File: src/rtl/deq_pkg.sv
// Shared types, field widths and request/status codes of the deque block.
// Used by the channel interfaces, the top level and the checker.
package deq_pkg;

  // Default number of entries.
  localparam int DEPTH_DEF = 16;

  // Fixed field widths.
  localparam int DATA_W    = 32;
  localparam int REQ_W     = 3;
  localparam int STAT_W    = 2;
  localparam int POS_W     = 4;
  localparam int CNT_OUT_W = 5;

  typedef logic signed [DATA_W-1:0] data_t;
  typedef logic [REQ_W-1:0]         req_t;
  typedef logic [STAT_W-1:0]        status_t;
  typedef logic [POS_W-1:0]         pos_t;
  typedef logic [CNT_OUT_W-1:0]     cnt_t;

  // Request codes.
  localparam req_t REQ_PUSH_FRONT   = 3'd0;
  localparam req_t REQ_PUSH_BACK    = 3'd1;
  localparam req_t REQ_REMOVE_FRONT = 3'd2;
  localparam req_t REQ_REMOVE_BACK  = 3'd3;
  localparam req_t REQ_SEARCH       = 3'd4;

  // Status codes.
  localparam status_t ST_OK    = 2'd0;
  localparam status_t ST_FULL  = 2'd1;
  localparam status_t ST_EMPTY = 2'd2;

endpackage

File: src/rtl/deq_req_if.sv
// Request channel of the deque block: valid/ready handshake with payload.
// Depends on deq_pkg.
interface deq_req_if;
  logic          valid;
  logic          ready;
  deq_pkg::req_t  req_type;
  deq_pkg::data_t value;

  modport source (output valid, output req_type, output value, input ready);
  modport sink   (input valid, input req_type, input value, output ready);
endinterface

File: src/rtl/deq_rsp_if.sv
// Result channel of the deque block: valid/ready handshake with payload.
// Depends on deq_pkg.
interface deq_rsp_if;
  logic             valid;
  logic             ready;
  deq_pkg::status_t status;
  logic             found;
  deq_pkg::pos_t    found_pos;
  deq_pkg::data_t   front_item;
  deq_pkg::data_t   back_item;
  deq_pkg::cnt_t    entry_count;
  logic             is_empty;

  modport source (output valid, output status, output found, output found_pos,
                  output front_item, output back_item, output entry_count,
                  output is_empty, input ready);
  modport sink   (input valid, input status, input found, input found_pos,
                  input front_item, input back_item, input entry_count,
                  input is_empty, output ready);
endinterface

File: src/rtl/deq_ram.sv
// Generic single-clock RAM: one write port, one read port, registered read.
// Self-contained; no package needed.
module deq_ram #(
  parameter int WIDTH = 32,
  parameter int DEPTH = 16
) (
  input  logic                     clk,
  input  logic                     we,
  input  logic [$clog2(DEPTH)-1:0] waddr,
  input  logic [WIDTH-1:0]         wdata,
  input  logic [$clog2(DEPTH)-1:0] raddr,
  output logic [WIDTH-1:0]         rdata
);

  logic [WIDTH-1:0] mem [DEPTH];

  // Write port and registered read port.
  always_ff @(posedge clk) begin
    if (we) begin
      mem[waddr] <= wdata;
    end
    rdata <= mem[raddr];
  end

endmodule

File: src/rtl/double_ended_queue_with_search.sv
// Bounded double-ended queue with linear search, held as a circular buffer
// in one RAM with a single read and a single write port. One request is in
// work at a time, and a finished result sits in the output register so the
// next request is taken while it waits. A push passes the execute and done
// states; a removal adds a load state for the new end entry from the RAM,
// skipped when it empties the queue or hits an empty queue; a search scans
// from the front until the match or the last entry, and the RAM read port
// delivers one entry per cycle to the compare. Front and back values are
// cached in registers; removals refresh them with one RAM read.
// Depends on deq_pkg, deq_req_if, deq_rsp_if and deq_ram.
module double_ended_queue_with_search #(
  parameter int DEPTH = deq_pkg::DEPTH_DEF
) (
  input logic       clk,
  input logic       rst,
  deq_req_if.sink   req,
  deq_rsp_if.source rsp
);

  localparam int PTR_W = $clog2(DEPTH);
  localparam int CNT_W = $clog2(DEPTH + 1);
  localparam int SUM_W = CNT_W + 1;

  // Sequencer state codes.
  localparam logic [2:0] S_IDLE = 3'd0;
  localparam logic [2:0] S_EXEC = 3'd1;
  localparam logic [2:0] S_LOAD = 3'd2;
  localparam logic [2:0] S_SRCH = 3'd3;
  localparam logic [2:0] S_DONE = 3'd4;

  logic [2:0]       state;
  logic [PTR_W-1:0] front_ptr;
  logic [CNT_W-1:0] count;
  logic [CNT_W-1:0] kc;
  deq_pkg::data_t   front_q;
  deq_pkg::data_t   back_q;
  deq_pkg::req_t    req_type_q;
  deq_pkg::data_t   value_q;
  deq_pkg::status_t status_q;
  logic             found_q;
  deq_pkg::pos_t    pos_q;

  logic                     mem_we;
  logic [PTR_W-1:0]         mem_waddr;
  logic [PTR_W-1:0]         mem_raddr;
  logic [deq_pkg::DATA_W-1:0] mem_rdata;

  logic [PTR_W-1:0] front_dec;
  logic             is_full;
  logic             rsp_load;
  logic [31:0]      count_ext;
  logic [31:0]      kc_ext;

  // Physical slot of logical position k counted from base.
  function automatic logic [PTR_W-1:0] slot_of(input logic [PTR_W-1:0] base,
                                               input logic [CNT_W-1:0] k);
    logic [SUM_W-1:0] sum;
    sum = SUM_W'(base) + SUM_W'(k);
    if (sum >= SUM_W'(DEPTH)) begin
      sum = sum - SUM_W'(DEPTH);
    end
    return sum[PTR_W-1:0];
  endfunction

  assign front_dec = (front_ptr == '0) ? PTR_W'(DEPTH - 1) : front_ptr - PTR_W'(1);
  assign is_full   = (count == CNT_W'(DEPTH));
  assign count_ext = 32'(count);
  assign kc_ext    = 32'(kc);
  assign req.ready = (state == S_IDLE);

  // The finished result moves into the output register once it is free.
  assign rsp_load  = (state == S_DONE) && (!rsp.valid || rsp.ready);

  // RAM port control. Only one request is in work, so a write and a read
  // never touch the same entry in overlapping cycles.
  always_comb begin
    mem_we    = 1'b0;
    mem_waddr = front_dec;
    mem_raddr = slot_of(front_ptr, kc + CNT_W'(1));
    if (state == S_EXEC) begin
      case (req_type_q)
        deq_pkg::REQ_PUSH_FRONT: begin
          mem_we    = !is_full;
          mem_waddr = front_dec;
        end
        deq_pkg::REQ_PUSH_BACK: begin
          mem_we    = !is_full;
          mem_waddr = slot_of(front_ptr, count);
        end
        deq_pkg::REQ_REMOVE_FRONT: begin
          mem_raddr = slot_of(front_ptr, CNT_W'(2) - CNT_W'(1));
        end
        deq_pkg::REQ_REMOVE_BACK: begin
          mem_raddr = slot_of(front_ptr, count - CNT_W'(2));
        end
        deq_pkg::REQ_SEARCH: begin
          mem_raddr = slot_of(front_ptr, '0);
        end
        default: begin
        end
      endcase
    end
  end

  deq_ram #(
    .WIDTH (deq_pkg::DATA_W),
    .DEPTH (DEPTH)
  ) u_ram (
    .clk   (clk),
    .we    (mem_we),
    .waddr (mem_waddr),
    .wdata (value_q),
    .raddr (mem_raddr),
    .rdata (mem_rdata)
  );

  // Request sequencer, queue state and output register.
  always_ff @(posedge clk) begin
    if (rst) begin
      state     <= S_IDLE;
      front_ptr <= '0;
      count     <= '0;
      rsp.valid <= 1'b0;
    end else begin
      if (rsp_load) begin
        rsp.valid <= 1'b1;
      end else if (rsp.ready) begin
        rsp.valid <= 1'b0;
      end
      case (state)
        S_IDLE: begin
          if (req.valid) begin
            req_type_q <= req.req_type;
            value_q    <= req.value;
            state      <= S_EXEC;
          end
        end
        S_EXEC: begin
          found_q  <= 1'b0;
          pos_q    <= '0;
          kc       <= '0;
          case (req_type_q)
            deq_pkg::REQ_PUSH_FRONT: begin
              state <= S_DONE;
              if (is_full) begin
                status_q <= deq_pkg::ST_FULL;
              end else begin
                status_q  <= deq_pkg::ST_OK;
                front_ptr <= front_dec;
                count     <= count + CNT_W'(1);
                front_q   <= value_q;
                if (count == '0) begin
                  back_q <= value_q;
                end
              end
            end
            deq_pkg::REQ_PUSH_BACK: begin
              state <= S_DONE;
              if (is_full) begin
                status_q <= deq_pkg::ST_FULL;
              end else begin
                status_q <= deq_pkg::ST_OK;
                count    <= count + CNT_W'(1);
                back_q   <= value_q;
                if (count == '0) begin
                  front_q <= value_q;
                end
              end
            end
            deq_pkg::REQ_REMOVE_FRONT: begin
              if (count == '0) begin
                status_q <= deq_pkg::ST_EMPTY;
                state    <= S_DONE;
              end else begin
                status_q  <= deq_pkg::ST_OK;
                front_ptr <= slot_of(front_ptr, CNT_W'(1));
                count     <= count - CNT_W'(1);
                state     <= (count != CNT_W'(1)) ? S_LOAD : S_DONE;
              end
            end
            deq_pkg::REQ_REMOVE_BACK: begin
              if (count == '0) begin
                status_q <= deq_pkg::ST_EMPTY;
                state    <= S_DONE;
              end else begin
                status_q <= deq_pkg::ST_OK;
                count    <= count - CNT_W'(1);
                state    <= (count != CNT_W'(1)) ? S_LOAD : S_DONE;
              end
            end
            deq_pkg::REQ_SEARCH: begin
              status_q <= deq_pkg::ST_OK;
              state    <= (count != '0) ? S_SRCH : S_DONE;
            end
            default: begin
              status_q <= deq_pkg::ST_OK;
              state    <= S_DONE;
            end
          endcase
        end
        // The new end entry arrives from the RAM after a removal.
        S_LOAD: begin
          if (req_type_q == deq_pkg::REQ_REMOVE_FRONT) begin
            front_q <= mem_rdata;
          end else begin
            back_q <= mem_rdata;
          end
          state <= S_DONE;
        end
        // One entry per cycle; the next read is already issued.
        S_SRCH: begin
          if (mem_rdata == value_q) begin
            found_q <= 1'b1;
            pos_q   <= kc_ext[deq_pkg::POS_W-1:0];
            state   <= S_DONE;
          end else if (kc + CNT_W'(1) == count) begin
            state <= S_DONE;
          end else begin
            kc <= kc + CNT_W'(1);
          end
        end
        // Hand the result to the output register once it is free.
        S_DONE: begin
          if (rsp_load) begin
            rsp.status      <= status_q;
            rsp.found       <= found_q;
            rsp.found_pos   <= pos_q;
            rsp.front_item  <= (count == '0) ? '0 : front_q;
            rsp.back_item   <= (count == '0) ? '0 : back_q;
            rsp.entry_count <= count_ext[deq_pkg::CNT_OUT_W-1:0];
            rsp.is_empty    <= (count == '0);
            state           <= S_IDLE;
          end
        end
        default: begin
          state <= S_IDLE;
        end
      endcase
    end
  end

endmodule

File: src/flat_wrapper.sv
// flat-port wrapper written by rule: the top's interface ports become plain ports
module double_ended_queue_with_search_flat 
#(
  parameter int DEPTH = deq_pkg::DEPTH_DEF
)
  (clk, rst, req_valid, req_req_type, req_value, req_ready, rsp_valid, rsp_status, rsp_found, rsp_found_pos, rsp_front_item, rsp_back_item, rsp_entry_count, rsp_is_empty, rsp_ready);
  deq_req_if req_i ();
  deq_rsp_if rsp_i ();
  input logic clk;
  input logic rst;
  input wire logic [$bits(req_i.valid)-1:0] req_valid;
  input wire logic [$bits(req_i.req_type)-1:0] req_req_type;
  input wire logic [$bits(req_i.value)-1:0] req_value;
  output wire logic [$bits(req_i.ready)-1:0] req_ready;
  output wire logic [$bits(rsp_i.valid)-1:0] rsp_valid;
  output wire logic [$bits(rsp_i.status)-1:0] rsp_status;
  output wire logic [$bits(rsp_i.found)-1:0] rsp_found;
  output wire logic [$bits(rsp_i.found_pos)-1:0] rsp_found_pos;
  output wire logic [$bits(rsp_i.front_item)-1:0] rsp_front_item;
  output wire logic [$bits(rsp_i.back_item)-1:0] rsp_back_item;
  output wire logic [$bits(rsp_i.entry_count)-1:0] rsp_entry_count;
  output wire logic [$bits(rsp_i.is_empty)-1:0] rsp_is_empty;
  input wire logic [$bits(rsp_i.ready)-1:0] rsp_ready;
  assign req_i.valid = req_valid;
  assign req_i.req_type = req_req_type;
  assign req_i.value = req_value;
  assign req_ready = req_i.ready;
  assign rsp_valid = rsp_i.valid;
  assign rsp_status = rsp_i.status;
  assign rsp_found = rsp_i.found;
  assign rsp_found_pos = rsp_i.found_pos;
  assign rsp_front_item = rsp_i.front_item;
  assign rsp_back_item = rsp_i.back_item;
  assign rsp_entry_count = rsp_i.entry_count;
  assign rsp_is_empty = rsp_i.is_empty;
  assign rsp_i.ready = rsp_ready;
  double_ended_queue_with_search #(.DEPTH(DEPTH)) u_core (.clk(clk), .rst(rst), .req(req_i), .rsp(rsp_i));
endmodule
File: config.mk
export PLATFORM = sky130hd
export DESIGN_NAME = double_ended_queue_with_search_flat
export DESIGN_NICKNAME = d
export VERILOG_FILES = /design/src/rtl/deq_pkg.sv /design/src/rtl/deq_req_if.sv /design/src/rtl/deq_rsp_if.sv /design/src/rtl/deq_ram.sv /design/src/rtl/double_ended_queue_with_search.sv /design/src/flat_wrapper.sv
export SDC_FILE = /design/constraint.sdc
export NUM_CORES = 1
export LEC_CHECK = 0
export ABC_AREA = 1
export BUFFER_PORTS_ARGS = -buffer_cell sky130_fd_sc_hd__buf_4
export CORE_MARGIN = 2
export CORE_UTILIZATION = 40
export DETAILED_ROUTE_END_ITERATION = 8
export HOLD_SLACK_MARGIN = 0.12
export MAX_ROUTING_LAYER = met4
export PLACE_DENSITY = 0.54
export SYNTH_ARGS = -nofsm -noshare
export SYNTH_HDL_FRONTEND = slang
export SYNTH_SLANG_ARGS = --single-unit
File: constraint.sdc
create_clock -name clk -period 16.9 [get_ports clk]
set_input_delay 0.845 -clock clk [delete_from_list [all_inputs] [get_ports clk]]
set_output_delay 0.845 -clock clk [all_outputs]
set_load 0.05 [all_outputs]
---- After elaboration in Yosys (flattened, before gate mapping) ----
Memories as Yosys holds them, arrays and structs flattened. A register that Yosys moved wholly into a read port is not among the register bits.
Index checks and enable logic that the tools add are counted.
operators by class
  bitwise operators ....................... 1
  add/subtract/negate cells ............... 14
  magnitude comparators ................... 5
  reduce and logical (&&, ||, !) cells .... 26
  eq/ne operators ......................... 29
  muxes and demuxes ....................... 50
operator list
  kind                   number
  $pmux W32 S2           4
  $mux W32               5
  $mux W4                12
  $eq A32 B32 Y1         1
  $sub A4 B1 Y4 const B  6
  $mux W3                7
  $mux W5                4
  $pmux W5 S2            2
  $add A4 B5 Y6          3
  $ge A6 B5 Y1 const B   3
  $ne A2 B2 Y1 const B   8
  $pmux W4 S2            2
  $ne A3 B3 Y1 const B   5
  $pmux W3 S5            1
  $reduce_and A7 Y1      2
  $eq A3 B2 Y1 const B   4
  $pmux W4 S3            1
  $reduce_and A3 Y1      4
  $reduce_and A4 Y1      3
  $add A5 B1 Y5 const B  2
  $reduce_bool A2 Y1     5
  $mux W1                8
  $eq A3 B1 Y1 const B   2
  $eq A3 B3 Y1 const B   2
  other kinds (24)       29
storage, ports and cells
  memories ................................ 1
  RAM bits ................................ 512
  register bits ........................... 201
  input port bits ......................... 39
memories
  name              depth  bits a word  read ports  clocked after memory_dff  wr ports  line           RTL
  u_core.u_ram.mem  16     32           1           1                         1         deq_ram.sv:15  logic [WIDTH-1:0] mem [DEPTH];

---- Logic depth before layout (Yosys ltp) ----
Gate-level depths: netlist of run 1.
  depth in word-level cells ............... 6
  mapped depth ............................ 16

---- Modules after synthesis ----
From an unflattened synthesis of run 1, not the netlist that was laid out.
unflattened totals
  cells, all modules ...................... 2,913
  area total of the unflattened synthesis .. 31,566.5 µm²
modules (own cells, without submodules)
  module                          sequential area each (µm²)  cells an instance  times used  area each (µm²)
  deq_ram                         16,015.4                    2,120              1           22,744.3
  double_ended_queue_with_search  5,905.7                     793                1           8,822.2

---- Worst setup path before layout of run 1 ----
No wires, ideal clock.
  path kind ............................... input to register
  start point ............................. input port rst
  end point ............................... register u_core.rsp.back_item[0] (enable)
  stages on the path ...................... 1
  data arrival time ....................... 6.197 ns
  setup slack ............................. 10.095 ns
  setup time .............................. 0.608 ns
  path through ............................ nor3_1
on the way
  cells in the longest elaborated chain, start to end .. 2
RTL lines
  element                             line                                   RTL
  from (decl)                         flat_wrapper.sv:10                     input logic rst;
  $not A1 Y1 (no source line)         -
  $reduce_and A3 Y1 (no source line)  -
  to (signal assigned)                double_ended_queue_with_search.sv:229  rsp.back_item <= (count == '0) ? '0 : back_q;
  to (decl)                           deq_rsp_if.sv:15                       output front_item, output back_item, output entry_count,
No other way between the ends.
A chain may end at the register's enable or synchronous reset.

---- Worst setup path after layout of run 1 ----
  start point ............................. register u_core.count[1]
  end point ............................... register u_core.u_ram.rdata[9], read port of u_core.u_ram.mem
on the way
  cells in the longest elaborated chain, start to end .. 6
  elaborated cells between the ends (all ways) .. 7
  those cells by class .................... add/sub: 3; order compare: 1; mux: 3
RTL lines
  element                                        line                                                                        RTL
  from (decl)                                    double_ended_queue_with_search.sv:33                                        logic [CNT_W-1:0] count;
  from (signal assigned)                         double_ended_queue_with_search.sv:150                                       count <= count + CNT_W'(1);
  from (signal assigned)                         double_ended_queue_with_search.sv:163                                       count <= count + CNT_W'(1);
  from (signal assigned)                         double_ended_queue_with_search.sv:177                                       count <= count - CNT_W'(1);
  $sub A5 B2 Y5 *                                double_ended_queue_with_search.sv:94                                        mem_raddr = slot_of(front_ptr, count - CNT_W'(2));
  $add A4 B5 Y6 *                                double_ended_queue_with_search.sv:58                                        sum = SUM_W'(base) + SUM_W'(k);
  $ge A6 B5 Y1 or $sub A4 B1 Y4 (tied branches)  double_ended_queue_with_search.sv:59, double_ended_queue_with_search.sv:60
  $mux W4 *                                      double_ended_queue_with_search.sv:59                                        if (sum >= SUM_W'(DEPTH)) begin
  $pmux W4 S3 *                                  double_ended_queue_with_search.sv:81                                        case (req_type_q)
  $mux W4 *                                      double_ended_queue_with_search.sv:80                                        if (state == S_EXEC) begin
  to (decl)                                      deq_ram.sv:12                                                               output logic [WIDTH-1:0] rdata
Mark *: on every way between the ends. The rest lies on a longest branch, timed or not.

==> impl_metrics.tcl, run 1 <==
set metrics [dict create \
    wl_per_cell_microns 19.6 \
    ant_nets 0 \
    worstSetupEndpointType "flip-flop" \
    fin_area_sq_um 36100 \
    drive_gt1_share_pct 10.7 \
    drt-total-wl_microns 80100 \
    cts_hold_buf 0 \
    cts.root.buffer_cell "clkbuf_16" \
    grt_max_degree 120 \
    row_count 102 \
    antenna_found_initial 0 \
    placed_area_sq_um 33500 \
    synthesis.nets 2934 \
    drc 0 \
    ios 118 \
    cts-buffers-inserted 81 \
    grt.total_usage_pct 20.4 \
    fill_cells 7130 \
    finalHoldViolCount 0 \
    synth_area_sq_um 31500 \
    tightest_slew_ps 1170 \
    totalPowerFinal_mw 4.62 \
    drv_slew 0 \
    nets 3032 \
    die_w_microns 285 \
    clockBufferDepth 3 \
    post_drt_via_cell_ratio 5.02 \
    synth_top_area_share_pct 66.7 \
    drtPass1Iterations 6 \
    drv_cap 0 \
    yosysSeqAreaShare_pct 69.6 \
    clkLatencyLatePin_ps 630 \
    gp_congestion 0.832 \
    fmax_ghz 0.251 \
    fin_crit_ps 3980 \
    vias 20500 \
    clk_pin_slew_ps 60 \
    portBuffers 117 \
    cellLeakagePower_nw 14.8 \
    rsz0062_at_grt "no" \
    ys_ff_latch 745 \
    fin_setup_tns_ps 0 \
    outcome "complete, no violations" \
    post-place-ws_ps 12890 \
    post_cts_buffers 0 \
    synth_cell_types 32 \
    overflow 0 \
    hpwl_microns 44200 \
    synth_area_leaders "edfxtp_1 67%, nand3_1 9.6%, nand2_1 9.4%" \
    fin_crit_sh_pct 23.6 \
    synth.avg_cell_area_sq_um 11.0 \
    worstSetupPathType "flip-flop to flip-flop" \
    start_util_pct 40.5 \
    grt_pass1_wl_microns 123000 \
    first_iter_violations 1930 \
    cts_htree_levels 3 \
    setup_slack_ps 12920 \
    yosysTopAreaCell "edfxtp_1" \
    start_kind "flip-flop" \
    core-area_sq_um 77700 \
    grt_pass1_vias 20300 \
    critPathMaxFanout 38 \
    die_y_microns 285 \
    cts_resized 0 \
    stdcell_count 4084 \
    dp.cells 3929 \
    syn2layout_area_growth_pct 14.5 \
    required_ps 17410 \
    finalSetupViolCount 0 \
    postLayoutCoreUtil_pct 46.4 \
    p_per_area_nw_per_um2 128 \
    dieArea_sq_um 81000 \
    holdWs_ps 386 \
    cts_sinks 745 \
    ir_drop_mv 0.0723 \
    clock_skew_ps 28.6 \
    synthCells 2874 \
    ys_warn_count 0 \
    maxSlewHeadroom_pct 22.2 \
    cts_tree "built" \
    hold_class "input pin to flip-flop" \
    arrival_ps 4490 \
]
==> Yosys cell counts <==
master    instances
xnor2_1          34
or2_2             3
inv_2             5
o22ai_1           1
nor2_1           61
a211oi_1          2
dfxtp_1          45
nand2_4           2
nand3b_1          2
clkinv_1          1
buf_6            11
nor2_4            2
inv_1           372
buf_1             6
edfxtp_1        700
xor2_1            4
fa_1              3
nand3_1         603
nand3_2           1
o21ai_1           4
nand2_2           6
nand2_1         791
buf_4            12
a31oi_1           4
nor3_1            9
a21oi_1          20
buf_2           102
inv_4             2
nand4_1           6
o21ai_0          25
ha_1             18
clkbuf_1         17
==> state kept, by name, indices dropped and copies added (netlist names) <==
name,count
u_core.u_ram.mem,512
u_core.back_q,32
u_core.front_q,32
u_core.rsp.back_item,32
u_core.rsp.front_item,32
u_core.u_ram.rdata,32
u_core.value_q,32
u_core.count,5
u_core.kc,5
u_core.rsp.entry_count,5
u_core.front_ptr,4
u_core.pos_q,4
u_core.rsp.found_pos,4
u_core.req_type_q,3
u_core.state,3
u_core.rsp.status,2
u_core.status_q,2
u_core.found_q,1
u_core.rsp.found,1
u_core.rsp.is_empty,1
u_core.rsp.valid,1
==> cells in the final DEF, fill, tap and decap left out, types with 5 or more instances in the layout <==
master     netlist  routed
clkinv_1         1      13
clkbuf_1        17      24
dfxtp_1         45      45
o21ai_0         25      25
nor3_1           9       7
inv_1          372     372
a21oi_1         20      19
nand2_1        791     790
clkbuf_16        0      83
edfxtp_1       700     700
ha_1            18      18
buf_4           12     163
clkinv_2         0      18
nand3_1        603     603
bufinv_16        0       6
inv_2            5       5
xnor2_1         34      34
nor2_4           2      20
nor2_1          61      43
nand4_1          6       6
==> metal layers <==
metal,share of wire (%),global-route usage [%]
met1,44,26.8
met2,47,32.6
met3,6.4,3.31
met4,2.2,6.04
met5,0,-
==> kinds of logic after synthesis <==
logic type                 share of synthesized area [%]
and+or+nand+nor                                     20.4
AOI/OAI and AO/OA                                  0.926
DFF                                                 69.6
buffers and inverters                               7.12
xor gates and xnor gates                            1.06
adders and majority gates                          0.906
==> worst max-delay path, cell delays in order (launching register included) <==
cell	delay (ps)
dfxtp_1	510
inv_1	280
ha_1	350
inv_1	40
ha_1	330
nand2_1	70
inv_1	40
o21ai_0	80
nand3_1	180
o21ai_4	60
buf_4	300
inv_2	670
buf_4	560
nand3_1	200
nand3_1	100
nand2_1	50
==> final timing paths <==
path,startpoint,depth (start not counted),end,slack (ps)
setup / recovery,u_core.count[1]$_SDFFE_PP0P_,15,u_core.u_ram.rdata[9]$_DFF_P_,12920
hold / removal,req_value[23],1,u_core.value_q[23]$_DFFE_PP_,390
setup reg to reg,u_core.count[1]$_SDFFE_PP0P_,15,u_core.u_ram.rdata[9]$_DFF_P_,12920
hold reg to reg,u_core.pos_q[1]$_SDFFCE_PN0P_,0,u_core.rsp.found_pos[1]$_DFFE_PP_,420
==> layout make-up <==
type / count / area [sq um] / area share [%]
Antenna cell: 3 / 7.51 / 0.0208
Clock buffer: 111 / 2220 / 6.16
Clock inverter: 41 / 385 / 1.07
Inverter: 380 / 1430 / 3.97
Multi-Input combinational cell: 1601 / 7580 / 21.0
Sequential cell: 745 / 21900 / 60.8
Tap cell: 1040 / 1300 / 3.61
Timing Repair Buffer: 163 / 1220 / 3.39
==> power by group <==
| part | switching (mW) | leakage, nW | internal, mW | total (mW) |
|---|---|---|---|---|
| Clock | 0.723 | 1.29 | 1.02 | 1.74 |
| Combinational | 0.496 | 6.80 | 0.208 | 0.704 |
| Sequential | 0.0648 | 6.71 | 2.11 | 2.18 |
| Total | 1.28 | 14.8 | 3.34 | 4.62 |
Note: power is estimated with default switching activity, not from simulation.
==> inputs of run 2 (changes only) <==
- clock period: 16.9 -> 4 ns (I/O delays scaled with it)
==> run 2 against run 1 <==
Against the previous run: combinational power grew to 4.6 times the previous value; cell count grew 1.6%; clock power grew to 4.2 times the previous value; utilization grew 1.0 points; sequential share of layout area shrank 1.3 points; setup slack lost 12000 ps; non-clock buffer count grew 68.
==> impl_metrics.tcl, run 2 (synthesized netlist as in run 1, its figures left out) <==
set metrics [dict create \
    setup_slack_ps 655 \
    fin_crit_ps 3340 \
    post_cts_buffers 0 \
    drtPass1Iterations 8 \
    drc 0 \
    core-area_sq_um 77700 \
    fin_setup_tns_ps 0 \
    worst-path-buf-inv 5 \
    dieArea_sq_um 81000 \
    first_iter_violations 1946 \
    post_drt_via_cell_ratio 5.00 \
    cts-buffers-inserted 80 \
    ios 118 \
    postLayoutCoreUtil_pct 47.5 \
    wl_per_cell_microns 19.5 \
    p_per_area_nw_per_um2 533 \
    hpwl_microns 48700 \
    use_met3_pct 2.42 \
    layout_common_cells "790 x nand2_1, 700 x edfxtp_1, 603 x nand3_1, 372 x inv_1, 177 x buf_4" \
    row_count 102 \
    cellLeakagePower_nw 15.1 \
    start_util_pct 40.5 \
    fmax_ghz 0.299 \
    ir_drop_mv 0.317 \
    fin_area_sq_um 36900 \
    gp_congestion 0.851 \
    cts_tree "built" \
    grt_pass1_vias 20200 \
    die_y_microns 285 \
    outcome "complete, no violations" \
    antenna_found_initial 0 \
    post-place-ws_ps 638 \
    drv_cap 0 \
    start_kind "flip-flop" \
    totalPowerFinal_mw 19.7 \
    critPathTopFamily "buffers and inverters" \
    syn2layout_area_growth_pct 17.1 \
    clk_pin_slew_ps 60 \
    grt.total_usage_pct 20.5 \
    crit-reg2reg-launch "u_core.count[1]$_SDFFE_PP0P_" \
    hold_start "rsp_ready" \
    slowest_stage "inv_2" \
    vias 20700 \
    drt-total-wl_microns 81000 \
    grt.met2_usage_pct 31.8 \
    met1_usage_pct 28.5 \
    final_common_cell "nand2_1" \
    cts_sinks 745 \
    die_w_microns 285 \
    grt_max_degree 171 \
    worstSetupPathType "flip-flop to flip-flop" \
    ant_nets 0 \
    fill_cells 7084 \
    placed_area_sq_um 33900 \
    regMostFlops "u_core.u_ram.mem" \
    nets 3099 \
    portBuffers 117 \
    critPathMaxFanout 28 \
    clockBufferDepth 3 \
    drv_slew 0 \
    cts.root.buffer_cell "clkbuf_16" \
    finalSetupViolCount 0 \
    multi_input_area_sq_um 7590 \
    clkLatencyLatePin_ps 640 \
    arrival_ps 3860 \
    tightest_slew_ps 922 \
    hold_class "input pin to flip-flop" \
    crit_path_max_incr_delay_ps 600 \
    fin_crit_sh_pct 83.6 \
    overflow 0 \
    required_ps 4520 \
    rsz0062_at_grt "no" \
    cp-startpoint "u_core.count[1]$_SDFFE_PP0P_" \
    drive_gt1_share_pct 11.5 \
    seq_area_sq_um 21900 \
    cts_htree_levels 3 \
    crit_chain "inv_1 > ha_1 > inv_1 > ha_1 > nand2_1 > inv_1 > o21ai_0 > nand3_1 > o21ai_4 > inv_2 > buf_4 > nand3_1 > nand3_1 > nand2_1" \
    largest_reg_flops 512 \
    grt.busiest_layer "met2" \
    finalHoldViolCount 0 \
    clock_skew_ps 21.9 \
    maxSlewHeadroom_pct 38.5 \
    grt_pass1_wl_microns 124000 \
    worstSetupEndpointType "flip-flop" \
]
run 2: cell count changes in the layout (fill, tap and decap cells not counted), sizes merged:
cell	previous run	this run
clkinvlp	0	7
buf	163	193
inv	382	383
bufinv	6	5
clkbuf	111	108
clkinv	33	25
dlygate4sd3	0	38
run 2: path summary, 6_finish.rpt:
kind         slack [ps]  depth (start not counted)                                 to
min                 160                          7       u_core.state[2]$_SDFFE_PP0P_
min reg2reg         420                          0  u_core.rsp.found_pos[1]$_DFFE_PP_
max reg2reg         660                         14      u_core.u_ram.rdata[6]$_DFF_P_
max                 660                         14      u_core.u_ram.rdata[6]$_DFF_P_
run 2: where the power goes:
group	switching, mW	internal [mW]	leakage (nW)	total, mW
logic	2.22	0.990	7.18	3.21
registers	0.252	8.92	6.71	9.18
clock network	3.09	4.19	1.25	7.29
run 2: area by class of cell:
class | instances | share of cell area (%)
diodes | 3 | 0.0204
clock buffers | 108 | 5.90
clock inverters | 40 | 1.17
inverters | 380 | 3.88
multi-input cells | 1601 | 20.6
flip-flops and latches | 745 | 59.4
well taps | 1040 | 3.53
repair buffers | 231 | 5.50
run 2: metal layers:
layer  vias to the layer above  part of all wire (%)
met5                         -                     0
met4                         0                   2.3
met3                       114                   5.7
met2                       662                    47
met1                      9997                    45
li1                       9958                     -
run 2: repair_timing:
action	CTS	global route
endpoints found under the setup margin	0	0
endpoints found under the hold margin	59	0
gates resized for setup	0	0
hold buffers	38	0
run 2: metrics by stage:
step | hold WS (ps) | cells
floorplan | 269 | 2874
global placement | 379 | 3959
detailed placement | 379 | 3959
CTS | 133 | 4145
global route | 262 | 4145
finish | 161 | 4148
run 2: worst min-delay path: stages:
cell and delay, ps:
buf_4 80, nor2_1 90, nand4_1 100, nand2_1 60, inv_1 70, a21oi_1 70
nor2_1 90
